$ cat src/sv/hmf_pkg.sv
// Shared constants and types of the 3x3 harmonic mean filter.
package hmf_pkg;

   localparam int MAX_WIDTH  = 1024;
   localparam int MAX_HEIGHT = 4096;
   localparam int FRAC_BITS  = 16;

   localparam int PIX_W      = 8;
   localparam int WIDTH_W    = 11;                  // image_width register
   localparam int HEIGHT_W   = 13;                  // image_height register
   localparam int COL_W      = $clog2(MAX_WIDTH);   // column counter / line store index
   localparam int ROW_W      = $clog2(MAX_HEIGHT);  // row counter
   localparam int CNT_W      = COL_W + 1;           // column arithmetic with headroom
   localparam int RCNT_W     = ROW_W + 1;           // row arithmetic with headroom
   localparam int MIN_DIM    = 3;
   localparam int WIN_SPAN   = 3;

   localparam int RECIP_W    = FRAC_BITS + 1;
   localparam int SUM_W      = FRAC_BITS + 5;
   localparam int QUO_W      = PIX_W + 1;
   localparam int DIV_W      = SUM_W + PIX_W;

   localparam int QDEPTH     = 4;
   localparam int QPTR_W     = $clog2(QDEPTH);
   localparam int QCNT_W     = QPTR_W + 1;

   localparam int CSR_DATA_W = 32;
   localparam int CSR_ADDR_W = 3;
   localparam logic REG_IMAGE_WIDTH  = 1'b0;
   localparam logic REG_IMAGE_HEIGHT = 1'b1;

   typedef logic [WIN_SPAN-1:0][WIN_SPAN-1:0][PIX_W-1:0] hmf_window_type;

   typedef struct packed {
      hmf_window_type window;
      logic           last;
   } hmf_item_type;

   typedef struct packed {
      logic has_item;
      logic has_room;
   } hmf_qstat_type;

   typedef struct packed {
      logic [CNT_W-1:0]  width;
      logic [RCNT_W-1:0] height;
   } hmf_geom_type;

endpackage

$ cat src/sv/hmf_queue.sv
// Short queue of full windows between the front end and the arithmetic back end.
module hmf_queue (
   input  logic                   clock,
   input  logic                   reset,
   input  logic                   push,
   input  hmf_pkg::hmf_item_type  push_item,
   input  logic                   pop,
   output hmf_pkg::hmf_item_type  head,
   output hmf_pkg::hmf_qstat_type qstat
);
   import hmf_pkg::*;

   hmf_item_type       slot_ff [QDEPTH];
   logic [QPTR_W-1:0]  wr_ptr_ff, wr_ptr_in;
   logic [QPTR_W-1:0]  rd_ptr_ff, rd_ptr_in;
   logic [QCNT_W-1:0]  count_ff, count_in;

   always_comb begin
      wr_ptr_in = push ? wr_ptr_ff + QPTR_W'(1) : wr_ptr_ff;
      rd_ptr_in = pop ? rd_ptr_ff + QPTR_W'(1) : rd_ptr_ff;
      count_in  = count_ff + QCNT_W'(push) - QCNT_W'(pop);
   end

   always_ff @(posedge clock) begin
      if (reset) begin
         wr_ptr_ff <= '0;
         rd_ptr_ff <= '0;
         count_ff  <= '0;
      end else begin
         wr_ptr_ff <= wr_ptr_in;
         rd_ptr_ff <= rd_ptr_in;
         count_ff  <= count_in;
      end
   end

   always_ff @(posedge clock) begin
      if (push) begin
         slot_ff[wr_ptr_ff] <= push_item;
      end
   end

   assign head           = slot_ff[rd_ptr_ff];
   assign qstat.has_item = (count_ff != '0);
   // keep room for the beat already between acceptance and the queue
   assign qstat.has_room = (count_ff <= QCNT_W'(QDEPTH - 2));

   a_no_overflow: assert property (@(posedge clock) disable iff (reset)
      push |-> (count_ff != QCNT_W'(QDEPTH)) || pop)
      else $error("queue written while full");

   a_no_underflow: assert property (@(posedge clock) disable iff (reset)
      pop |-> count_ff != '0)
      else $error("queue read while empty");

endmodule

$ cat config.mk
export PLATFORM = sky130hd
export DESIGN_NAME = hmf_queue
export DESIGN_NICKNAME = d
export VERILOG_FILES = /design/src/sv/hmf_pkg.sv /design/src/sv/hmf_queue.sv
export SDC_FILE = /design/constraint.sdc
export NUM_CORES = 1
export LEC_CHECK = 0
export BUFFER_PORTS_ARGS = -buffer_cell sky130_fd_sc_hd__clkbuf_2
export CAP_MARGIN = 10
export CORE_MARGIN = 2
export CORE_UTILIZATION = 59
export CTS_BUF_LIST = sky130_fd_sc_hd__clkbuf_8
export DETAILED_ROUTE_END_ITERATION = 6
export PLACE_DENSITY = 0.81
export SLEW_MARGIN = 20
export SYNTH_ARGS = -nofsm -noshare
export SYNTH_HDL_FRONTEND = slang
export SYNTH_SLANG_ARGS = --single-unit
$ cat constraint.sdc
create_clock -name clock -period 3.9 [get_ports clock]
set_input_delay 0 -clock clock [delete_from_list [all_inputs] [get_ports clock]]
set_output_delay 0 -clock clock [all_outputs]
set_load 0.02 [all_outputs]
* Yosys cells after proc, flatten, opt, wreduce, memory -nomap -nowiden *
Memory sizes are Yosys's and may differ from the RTL's. A register that Yosys moved wholly into a read port is not among the register bits.
Index checks and enable logic that the tools add are counted.
W data, S select, Z words.

word-level totals
  register bits = 7
  latch bits = 0
  RAM bits = 292
  memory bits (read-only) = 0
  bits of input ports = 77
  output and inout port bits = 75
  word-level logic and storage cells = 14
  memories kept = 1

memories
  name     depth  width  rd ports  clocked after Yosys merged registers in  write ports  line             source
  slot_ff  4      73     1         1                                        1            hmf_queue.sv:13  hmf_item_type slot_ff [QDEPTH];

cells by class
  add/subtract/negate cells = 4
  multipliers = 0
  div/mod/pow operators = 0
  $lt $le $gt $ge = 1
  equality and inequality tests = 0
  shifts and indexed selects = 0
  mux-type cells = 4
  bitwise logic cells = 0
  reduce and logical (&&, ||, !) cells = 1

operator list
  operator               count
  $add A2 B1 Y2 const B  2
  $mux W2                2
  $add A3 B1 Y3          1
  $le A3 B2 Y1 const B   1
  $reduce_bool A3 Y1     1
  $sub A3 B1 Y3          1
  $mux W1                2

* Logic depth before layout (Yosys ltp) *
Gate-level depths: netlist (run 1).

  word-level depth = 3
  mapped depth = 8
  mapped depth without buffers = 8

* Least setup slack after synthesis (run 1) *
OpenSTA, ideal clock, no wires.

  path kind = flip-flop to flip-flop
  start point = reg wr_ptr_ff[0]
  end point = mem slot_ff[0][0] (netlist name), enable pin
  setup time = 0.439 ns
  arrival time = 2.249 ns
  data required time = 3.461 ns
  path slack = 1.212 ns
  stages on the path, launching flop included = 4
  buffers on the path = 0
  period minus slack after synthesis = 2.688 ns
  cell sequence = dfxtp_1 > inv_1 > ha_1 > and2_1

RTL lines
  item                      line             source
  start: declaration        hmf_queue.sv:14  logic [QPTR_W-1:0] wr_ptr_ff, wr_ptr_in;
  start signal: assignment  hmf_queue.sv:30  wr_ptr_ff <= wr_ptr_in;
  end: declaration          hmf_queue.sv:13

No word-level cell before the write port.

==> results of run 1 <==
final cells by class:
| type | count | area, um2 |
|---|---|---|
| repair buffers | 232 | 1640 |
| well taps | 234 | 293 |
| inverters | 7 | 26.3 |
| clock buffers | 47 | 647 |
| diodes | 1 | 2.50 |
| flip-flops and latches | 301 | 8960 |
| fillers | 1067 | 4910 |
| multi-input cells | 101 | 1890 |
| clock inverters | 35 | 151 |
per-stage QoR:
stage / cells / total power (uW) / setup slack (ns) / hold slack (ns) / instance area, um2
floorplan: 426 / 4370 / 1.21 / 0.0989 / 11100
global placement: 795 / 4590 / 1.85 / 0.211 / 11900
detailed placement: 795 / 4630 / 1.84 / 0.221 / 11900
CTS: 953 / 6920 / 1.24 / 0.171 / 13500
global route: 958 / 7150 / 1.12 / 0.202 / 13600
finish: 958 / 6890 / 1.33 / 0.214 / 13600
power by group through the flow:
stage / combinational, uW / sequential (uW) / clock, uW
6_report: 839 / 3800 / 2250
3_5_place_dp: 755 / 3870 / 0
4_1_cts: 820 / 3810 / 2300
5_1_grt: 892 / 3820 / 2440
2_1_floorplan: 552 / 3820 / 0
3_3_place_gp: 730 / 3860 / 0
worst min-delay path by stage:
stage                     endpoint  slack, ns     startpoint
floorplan            slot_ff[0][0]        0.1   push_item[0]
global placement    slot_ff[0][29]       0.21  push_item[29]
detailed placement  slot_ff[2][66]       0.22  push_item[66]
CTS                 slot_ff[2][29]       0.17  push_item[29]
global route         slot_ff[1][0]       0.20   push_item[0]
finish              slot_ff[3][48]       0.21  push_item[48]
placed cells by master (no fill, tap or decap):
master / count
nand3b_1: 1
clkinv_2: 6
inv_6: 1
clkinvlp_4: 2
mux2i_1: 1
diode_2: 1
buf_12: 2
buf_16: 3
dlygate4sd3_1: 76
a21oi_1: 1
and2_4: 4
clkbuf_2: 151
ha_1: 7
nand3_1: 1
mux4_2: 72
a31o_2: 1
nor2_1: 6
xnor2_1: 3
clkbuf_8: 47
dfxtp_4: 2
a21bo_2: 1
edfxtp_1: 292
nor2b_1: 1
dfxtp_1: 7
inv_1: 23
clkinv_1: 10
fa_1: 1
mux4_1: 1
repair_timing:
| item | CTS | global route |
|---|---|---|
| setup buffers | 0 | 0 |
| endpoints found under the hold margin | 301 | 0 |
| hold buffers | 76 | 0 |
sequential cells by signal (all words and copies together) (netlist names), named ones only:
| register | flops |
|---|---|
| rd_ptr_ff | 2 |
| slot_ff | 292 |
| count_ff | 3 |
| wr_ptr_ff | 2 |
routing by layer:
metal  GRT usage, %  vias up  part of all wire (%)
li1               -     2369                     -
met1           25.9     2757                    40
met2           35.8      195                    51
met3           5.77       43                   6.2
met4           7.84        0                   2.4
met5              0        -                     0
critical path: stages (launching register included):
cell and delay [ns]:
dfxtp_4 0.82, buf_12 0.37, mux4_2 0.58, clkbuf_2 0.18
kinds of logic (layout without fill, tap and decap cells):
family | after synthesis | count (layout) | synth area share [%]
flops | 301 | 301 | 81.0
buf+inv | 24 | 321 | 2.00
mux | 74 | 74 | 15.0
compound gates | 3 | 3 | 0.215
simple gates | 13 | 13 | 0.600
xor+xnor | 3 | 3 | 0.238
fa+ha+maj | 8 | 8 | 0.974
other cells | 0 | 1 | 0
==> metrics.md, run 1 <==
| Metric | Value |
|---|---|
| Status | `finished, final reports clean` |
| Hold/Removal Path Class | `input pin to register` |
| CP endpoint | `head[29]` |
| Cell with the most instances after synthesis | `edfxtp_1` |
| Number of global-route vias before repair | `6120` |
| TritonCTS clock tree | `done` |
| Max-Cap Viols | `0` |
| Via count | `5364` |
| Largest net degree at the start of global routing | `74` |
| Initial antenna violation count | `1` |
| Top cell type's share of synthesized area | `79.3%` |
| Clk slew on worst S/H paths | `0.06 ns` |
| #FFs+latches synth | `301` |
| Max Slew Vio Count | `0` |
| Reg-to-reg startpoint | `wr_ptr_ff[1]` |
| Unique cell type count in the Yosys netlist | `22` |
| Reg2Reg Depth | `4` |
| Post-CTS Resized | `0` |
| CTS max path bufs | `3` |
| Post-Syn Area per Cell | `25.9 um2` |
| Port Buffers | `151` |
| H-Tree Level Count | `2` |
| Die W | `141 um` |
| Core Util, Final | `73.5%` |
| Biggest area consumer among synthesized cells | `edfxtp_1` |
| Fmax | `389 MHz` |
| Post-Syn Area | `0.0111 mm2` |
| DRC errors left | `0` |
| Total number of yosys warnings | `0` |
| Clock Power Share | `32.7%` |
| RSZ-0062 raised after global routing | `false` |
| Worst Setup End Kind | `primary output` |
| Area growth syn-to-layout | `23.1%` |
| Top FF cell, synth | `edfxtp_1` |
| Part of the power in registers | `55.2%` |
| Net Sw Frac | `24.3%` |
| Routed WL | `20300 um` |
| Share of layout cells above drive strength 1 | `40.4%` |
| Hold depth | `2` |
| Final nets | `774` |
| Setup TNS | `0 ns` |
| Tmin final | `2.57 ns` |
| Worst-margin pin slew | `1.08 ns` |
| Fin. Hold Viols | `0` |
| Sequential fraction of the synthesis area | `81.0%` |
| Fin crit share | `65.8%` |
| Top cells by instance count after synthesis | `edfxtp_1 (292), mux4_2 (72), dfxtp_1 (9)` |
| Syn Inst Count | `426` |
| Sw Pwr | `1670 uW` |
| Worst Path Max Fanout | `39` |
| R2R Path End | `slot_ff[1][66]` |
| Initial core utilization | `59.7%` |
| First-pass GRT wire length | `31300 um` |
| Fraction of registers with async set/reset | `0%` |
| CTS sink cnt | `301` |
| Setup Skew | `0.0230 ns` |
| Arr. time, crit path | `2.57 ns` |
| Comb power frac | `12.2%` |
| Routability congestion estimate | `0.699` |
| Post-DP HPWL | `10600 um` |
| Die Area | `0.0198 mm2` |
| Die H | `141 um` |
| Cell Int Power | `5220 uW` |
| TritonCTS buffer count | `46` |
| CTS Root Cell | `clkbuf_8` |
| CP required | `3.90 ns` |
| Pleak | `0.00476 uW` |
| Starting DRT DRC Count | `285` |
| Synth top area cells | `edfxtp_1 (79%), mux4_2 (15%), dfxtp_1 (1.6%)` |
| Grt total ovfl | `0` |
| GRT Overall Usage | `20.9%` |
| Core box area | `0.0185 mm2` |
| Peak supply drop | `392 uV` |
| Reg2reg setup slack | `2.11 ns` |
| Number of top-level pins | `152` |
| Mapped Nets | `511` |
| # rows | `50` |
| Cell Pwr Density | `506 mW/mm2` |
| Post-synth EDFFs | `292` |
| Post-DR wirelength/cell | `21.2 um` |
| Worst-Skew Late Latency | `0.55 ns` |
| WS Path Type | `register to primary output` |
| DRT Pass-1 Iters | `6` |
| # setup viols final | `0` |
| Startpoint Class | `register` |
| Slew headroom | `28.3%` |
| Antenna Nets Post-Route | `0` |
| Vias/cell | `5.60` |
Power figures use the tool's default switching activity.
==> run 2: changes to the inputs <==
--- a/config.mk
+++ b/config.mk
@@ -8,10 +8,10 @@
 export BUFFER_PORTS_ARGS = -buffer_cell sky130_fd_sc_hd__clkbuf_2
 export CAP_MARGIN = 10
 export CORE_MARGIN = 2
-export CORE_UTILIZATION = 59
+export CORE_UTILIZATION = 53
 export CTS_BUF_LIST = sky130_fd_sc_hd__clkbuf_8
 export DETAILED_ROUTE_END_ITERATION = 6
-export PLACE_DENSITY = 0.81
+export PLACE_DENSITY = 0.76
 export SLEW_MARGIN = 20
 export SYNTH_ARGS = -nofsm -noshare
 export SYNTH_HDL_FRONTEND = slang
==> constraint.sdc (replaced) <==
create_clock -name clock -period 2.22 [get_ports clock]
set_input_delay 0 -clock clock [delete_from_list [all_inputs] [get_ports clock]]
set_output_delay 0 -clock clock [all_outputs]
set_load 0.02 [all_outputs]
==> run 2 against run 1 <==
  * First-iteration DRC count grew 7.7%
  * Critical endpoint is now head[59]
  * Clock skew shrank 0.013 ns
  * Register-to-register slack lost 1.5 ns
  * Sequential share of layout area shrank 0.55 points
  * Combinational power grew 82%
  * Largest power group unchanged
  * Clock power grew 72%
  * Wire length grew 0.41%
==> metrics.md, run 2 (same netlist as run 1, synthesis figures left out) <==
| Metric | Value |
|---|---|
| Grt total ovfl | `0 (unchanged)` |
| Largest net degree at the start of global routing | `41 (-45%)` |
| Fin. Hold Viols | `0 (unchanged)` |
| Most common cell after layout, fill and taps aside | `edfxtp_1` |
| Post-DP HPWL | `12200 um (+16%)` |
| # rows | `52 (+4.0%)` |
| DRC errors left | `0 (unchanged)` |
| CTS max path bufs | `3 (unchanged)` |
| Number of global-route vias before repair | `5855 (-4.3%)` |
| CTS sink cnt | `301 (unchanged)` |
| Tmin final | `2.02 ns` |
| Starting DRT DRC Count | `307 (+7.7%)` |
| Worst-Skew Late Latency | `0.53 ns (-0.02 ns)` |
| Cell Pwr Density | `876 mW/mm2 (+73%)` |
| Final Hold Slack | `0.228 ns (+0.0136 ns)` |
| Max-Cap Viols | `0 (unchanged)` |
| Worst-margin pin slew | `0.486 ns (-0.590 ns)` |
| Hold/Removal Path Class | `input pin to register` |
| Final instance area | `0.0137 mm2 (+0.84%)` |
| First-pass GRT wire length | `31300 um (about the same)` |
| Post-CTS Resized | `0 (unchanged)` |
| Number of top-level pins | `152 (unchanged)` |
| Initial antenna violation count | `0 (-1)` |
| Vias/cell | `5.33 (-4.8%)` |
| CTS Root Cell | `clkbuf_8` |
| Final nets | `784 (+1.3%)` |
| Startpoint Class | `register` |
| Post-DR wirelength/cell | `20.4 um (-3.9%)` |
| DRT Pass-1 Iters | `4 (-2)` |
| Top Registers | `slot_ff: 292 flops, count_ff: 3 flops` |
| Port Buffers | `151 (unchanged)` |
| Antenna Nets Post-Route | `0 (unchanged)` |
| Routability congestion estimate | `0.722 (+3.2%)` |
| Fillers | `1272 (+19%)` |
| Area after DPL | `0.0122 mm2 (+2.1%)` |
| Core Util, Final | `67.4% (-6.1 points)` |
| Share of layout cells above drive strength 1 | `40.5% (+0.11 points)` |
| Fin crit share | `90.9%` |
| Area growth syn-to-layout | `24.1%` |
| Diodes inserted | `0 (-1)` |
| Worst Path Max Fanout | `31 (-21%)` |
| WS Path Type | `register to primary output` |
| GRT Overall Usage | `18.8% (-2.1 points)` |
| CP required | `2.22 ns (-1.68 ns)` |
| H-Tree Level Count | `2 (unchanged)` |
| Placed cell count | `846 (+6.4%)` |
| Via count | `5337 (-0.50%)` |
| RSZ-0062 raised after global routing | `false` |
| Clk slew on worst S/H paths | `0.06 ns (about the same)` |
| Peak supply drop | `488 uV (+25%)` |
| TritonCTS buffer count | `45 (-2.2%)` |
| Most frequent cells in the layout | `edfxtp_1 (292), clkbuf_2 (151), dlygate4sd3_1 (76)` |
| Cell Count, Final, Fillers Out | `1001 (+4.5%)` |
| Worst Setup End Kind | `primary output` |
| Arr. time, crit path | `2.02 ns (-0.55 ns)` |
| Die Area | `0.0220 mm2 (+11%)` |
| Max reg flops | `292 (unchanged)` |
| Max Slew Vio Count | `0 (unchanged)` |
| Status | `finished, final reports clean` |
| Fmax | `495 MHz` |
| TritonCTS clock tree | `done` |
| Slew headroom | `67.6% (+39 points)` |
| Die W | `148 um (+5.4%)` |
| Pleak | `0.00479 uW (+0.67%)` |
| Initial core utilization | `54.3% (-5.4 points)` |
| Core box area | `0.0204 mm2 (+10%)` |
| Most flops, register | `slot_ff` |
| Die H | `148 um (+5.4%)` |
| Routed WL | `20400 um (+0.41%)` |
| # setup viols final | `0 (unchanged)` |
| Setup TNS | `0 ns (unchanged)` |
| Setup Skew | `0.0101 ns (-0.0129 ns)` |
==> run 2: cell count changes in the layout (fill, tap and decap cells not counted), sizes merged <==
cell,before,now
diode,1,0
clkinvlp,2,1
inv,24,21
buf,5,16
clkinv,16,17
==> run 2: stage by stage <==
| step | power (uW) | setup slack (ns) |
|---|---|---|
| detailed placement | 8190 | 0.607 |
| floorplan | 7670 | 0.330 |
| global route | 12500 | 0.104 |
| global placement | 8120 | 0.672 |
| CTS | 12200 | 0.145 |
| finish | 12000 | 0.202 |
==> run 2: metal layers <==
layer | share of wire, % | track usage, % | vias up | wire (um)
li1 | - | - | 2371 | -
met1 | 42 | 25.0 | 2766 | 8500
met2 | 51 | 31.3 | 164 | 10400
met3 | 5.5 | 4.54 | 36 | 1120
met4 | 2.0 | 6.14 | 0 | 414
met5 | 0 | 0 | - | 0
==> run 2: worst paths after layout <==
path / start / to / slack [ns] / cells after the start
worst max-delay path: register / head[59] / 0.20 / 3
worst min-delay path: push_item[53] / slot_ff[2][53] / 0.23 / 2
worst max register to register: wr_ptr_ff[0] / slot_ff[0][4] / 0.61 / 4
worst min register to register: rd_ptr_ff[1] / register / 0.54 / 2
==> run 2: power by group <==
part | leakage (uW) | total [uW] | switching [uW] | internal, uW
clock network | 0.000442 | 3870 | 1930 | 1940
registers | 0.00276 | 6620 | 85.8 | 6530
logic | 0.00159 | 1530 | 854 | 677
total | 0.00479 | 12000 | 2870 | 9150
==> run 2: cell type report <==
cell class              count  area, um2  area share, %
repair buffers            243       1740           12.7
clock inverters            32        125          0.912
inverters                   7       26.3          0.192
multi-input cells         101       1890           13.8
well taps                 270        338           2.46
flip-flops and latches    301       8960           65.3
clock buffers              47        647           4.71
==> run 2: repair_timing <==
item | in CTS | in global routing
hold buffers | 76 | 0
buffers inserted | 0 | 0
setup endpoints to repair | 0 | 0
endpoints found under the hold margin | 301 | 0
==> run 2: worst max-delay path: stages (launching register included) <==
cell      delay, ns
dfxtp_4        0.42
buf_12         0.26
mux4_2         0.57
clkbuf_2       0.17
==> run 3: changes to the inputs <==
--- a/config.mk
+++ b/config.mk
@@ -11,7 +11,7 @@
 export CORE_UTILIZATION = 53
 export CTS_BUF_LIST = sky130_fd_sc_hd__clkbuf_8
 export DETAILED_ROUTE_END_ITERATION = 6
-export PLACE_DENSITY = 0.76
+export PLACE_DENSITY = 0.87
 export SLEW_MARGIN = 20
 export SYNTH_ARGS = -nofsm -noshare
 export SYNTH_HDL_FRONTEND = slang
==> run 3 against run 2 <==
  * Sequential power barely moved
  * Power rose by 3.1%
  * Setup slack improved by 0.0063 ns
  * Critical endpoint is now head[4]
  * Fmax rose by 0.31%
  * Count of clock-buffer cells in the layout rose by 2
  * Highest routed layer unchanged
==> metrics.md, run 3 (same netlist as run 1, synthesis figures left out) <==
| Metric | Value |
|---|---|
| Clock Power Share | `33.8% (+1.6 points)` |
| Die W | `148 um (unchanged)` |
| First-pass GRT wire length | `32700 um (+4.4%)` |
| TritonCTS clock tree | `done` |
| CP required | `2.22 ns (about the same)` |
| Max reg flops | `292 (unchanged)` |
| Via count | `5420 (+1.6%)` |
| Core box area | `0.0204 mm2 (unchanged)` |
| Grt total ovfl | `0 (unchanged)` |
| Post-DR wirelength/cell | `21.0 um (+3.1%)` |
| Top Registers | `slot_ff: 292 flops, count_ff: 3 flops` |
| WS Path Type | `register to primary output` |
| Most frequent cells in the layout | `edfxtp_1 (292), clkbuf_2 (151), dlygate4sd3_1 (76)` |
| Peak supply drop | `619 uV (+27%)` |
| Starting DRT DRC Count | `263 (-14%)` |
| Max Slew Vio Count | `0 (unchanged)` |
| Share of layout cells above drive strength 1 | `41.5% (+0.99 points)` |
| Core Util, Final | `68.2% (+0.87 points)` |
| Initial core utilization | `54.3% (unchanged)` |
| RSZ-0062 raised after global routing | `false` |
| Worst Path Max Fanout | `25 (-19%)` |
| Number of top-level pins | `152 (unchanged)` |
| Worst-Skew Late Latency | `0.53 ns (about the same)` |
| H-Tree Level Count | `2 (unchanged)` |
| Most common cell after layout, fill and taps aside | `edfxtp_1` |
| Final nets | `789 (+0.64%)` |
| Hold/Removal Path Class | `input pin to register` |
| Post-DP HPWL | `12500 um (+2.5%)` |
| Routed WL | `21300 um (+4.2%)` |
| Die H | `148 um (unchanged)` |
| Startpoint Class | `register` |
| Worst Setup End Kind | `primary output` |
| Routability congestion estimate | `0.746 (+3.4%)` |
| Cell Int Power | `9500 uW (+3.8%)` |
| Post-CTS Resized | `0 (unchanged)` |
| Fmax | `497 MHz (+0.31%)` |
| Setup Skew | `0.00989 ns (-0.000204 ns)` |
| Net Sw Frac | `23.3% (-0.52 points)` |
| TritonCTS buffer count | `46 (+2.2%)` |
| Setup TNS | `0 ns (unchanged)` |
| Clk slew on worst S/H paths | `0.06 ns (about the same)` |
| Worst-margin pin slew | `0.447 ns (-0.0389 ns)` |
| Area growth syn-to-layout | `25.8%` |
| Arr. time, crit path | `2.01 ns (about the same)` |
| Comb power frac | `12.7% (about the same)` |
| Fin. Hold Viols | `0 (unchanged)` |
| Cell Pwr Density | `892 mW/mm2 (+1.8%)` |
| Part of the power in registers | `53.5% (-1.6 points)` |
| Slew headroom | `70.2% (+2.6 points)` |
| Fin crit share | `90.6% (-0.28 points)` |
| Sw Pwr | `2890 uW (+0.87%)` |
| Pleak | `0.00491 uW (+2.5%)` |
| DRT Pass-1 Iters | `6 (+2)` |
| Max-Cap Viols | `0 (unchanged)` |
| Tmin final | `2.01 ns (-0.00632 ns)` |
| # setup viols final | `0 (unchanged)` |
| DRC errors left | `0 (unchanged)` |
| # rows | `52 (unchanged)` |
| Vias/cell | `5.36 (+0.45%)` |
| Status | `finished, final reports clean` |
| Initial antenna violation count | `2 (+2)` |
| CTS Root Cell | `clkbuf_8` |
| Largest net degree at the start of global routing | `43 (+4.9%)` |
| Number of global-route vias before repair | `6010 (+2.6%)` |
| Most flops, register | `slot_ff` |
| GRT Overall Usage | `19.7% (+0.92 points)` |
| Antenna Nets Post-Route | `0 (unchanged)` |
| CTS max path bufs | `3 (unchanged)` |
| Port Buffers | `151 (unchanged)` |
| Die Area | `0.0220 mm2 (unchanged)` |
| CTS sink cnt | `301 (unchanged)` |
-- run 3: critical path, stage by stage (launching register included) --
cell	delay [ns]
dfxtp_4	0.63
buf_4	0.29
mux4_2	0.37
clkbuf_2	0.18
-- run 3: area by class of cell --
type | instances | area [um2]
sequential | 301 | 8960
inverter | 7 | 26.3
clock buffer | 49 | 674
antenna | 2 | 5.00
multi-input combinational | 101 | 1890
fill | 1278 | 6470
clock inverter | 35 | 190
timing repair buffer | 247 | 1820
tap | 270 | 338
-- run 3: worst paths after layout --
kind                         end  slack [ns]  cells after the start          start
setup / recovery         head[4]        0.21                      3       register
hold / removal    slot_ff[1][58]        0.23                      2  push_item[58]
setup reg to reg     count_ff[2]        0.55                      8    count_ff[0]
hold reg to reg         register        0.55                      2   rd_ptr_ff[0]
-- run 3: power groups by stage --
stage               sequential, uW  combinational, uW  clock, uW
floorplan                     6700                970          0
global placement              6730               1390          0
detailed placement            6760               1440          0
CTS                           6640               1550       4300
global route                  6650               1680       4560
finish                        6630               1570       4190
-- run 3: repair_timing --
item,in CTS,in global routing
endpoints found under the hold margin,301,0
buffers inserted,0,6
hold buffers,76,0
endpoints found under the setup margin,0,9
-- run 3: per-layer routing --
layer	share of wire, %	GRT usage [%]	vias to the layer above
met5	0	0	-
met4	2.2	5.90	0
met3	4.9	4.63	40
met2	53	34.5	191
met1	40	24.9	2803
li1	-	-	2386
-- run 3: per-stage QoR --
step	cell area [um2]	hold WS, ns	std cells	worst slack (ns)	total power [uW]
floorplan	11100	0.0989	426	0.330	7670
global placement	12200	0.214	844	0.631	8120
detailed placement	12200	0.219	844	0.612	8190
CTS	13800	0.185	1004	0.0135	12500
global route	13900	0.217	1012	0.123	12900
finish	13900	0.233	1012	0.208	12400
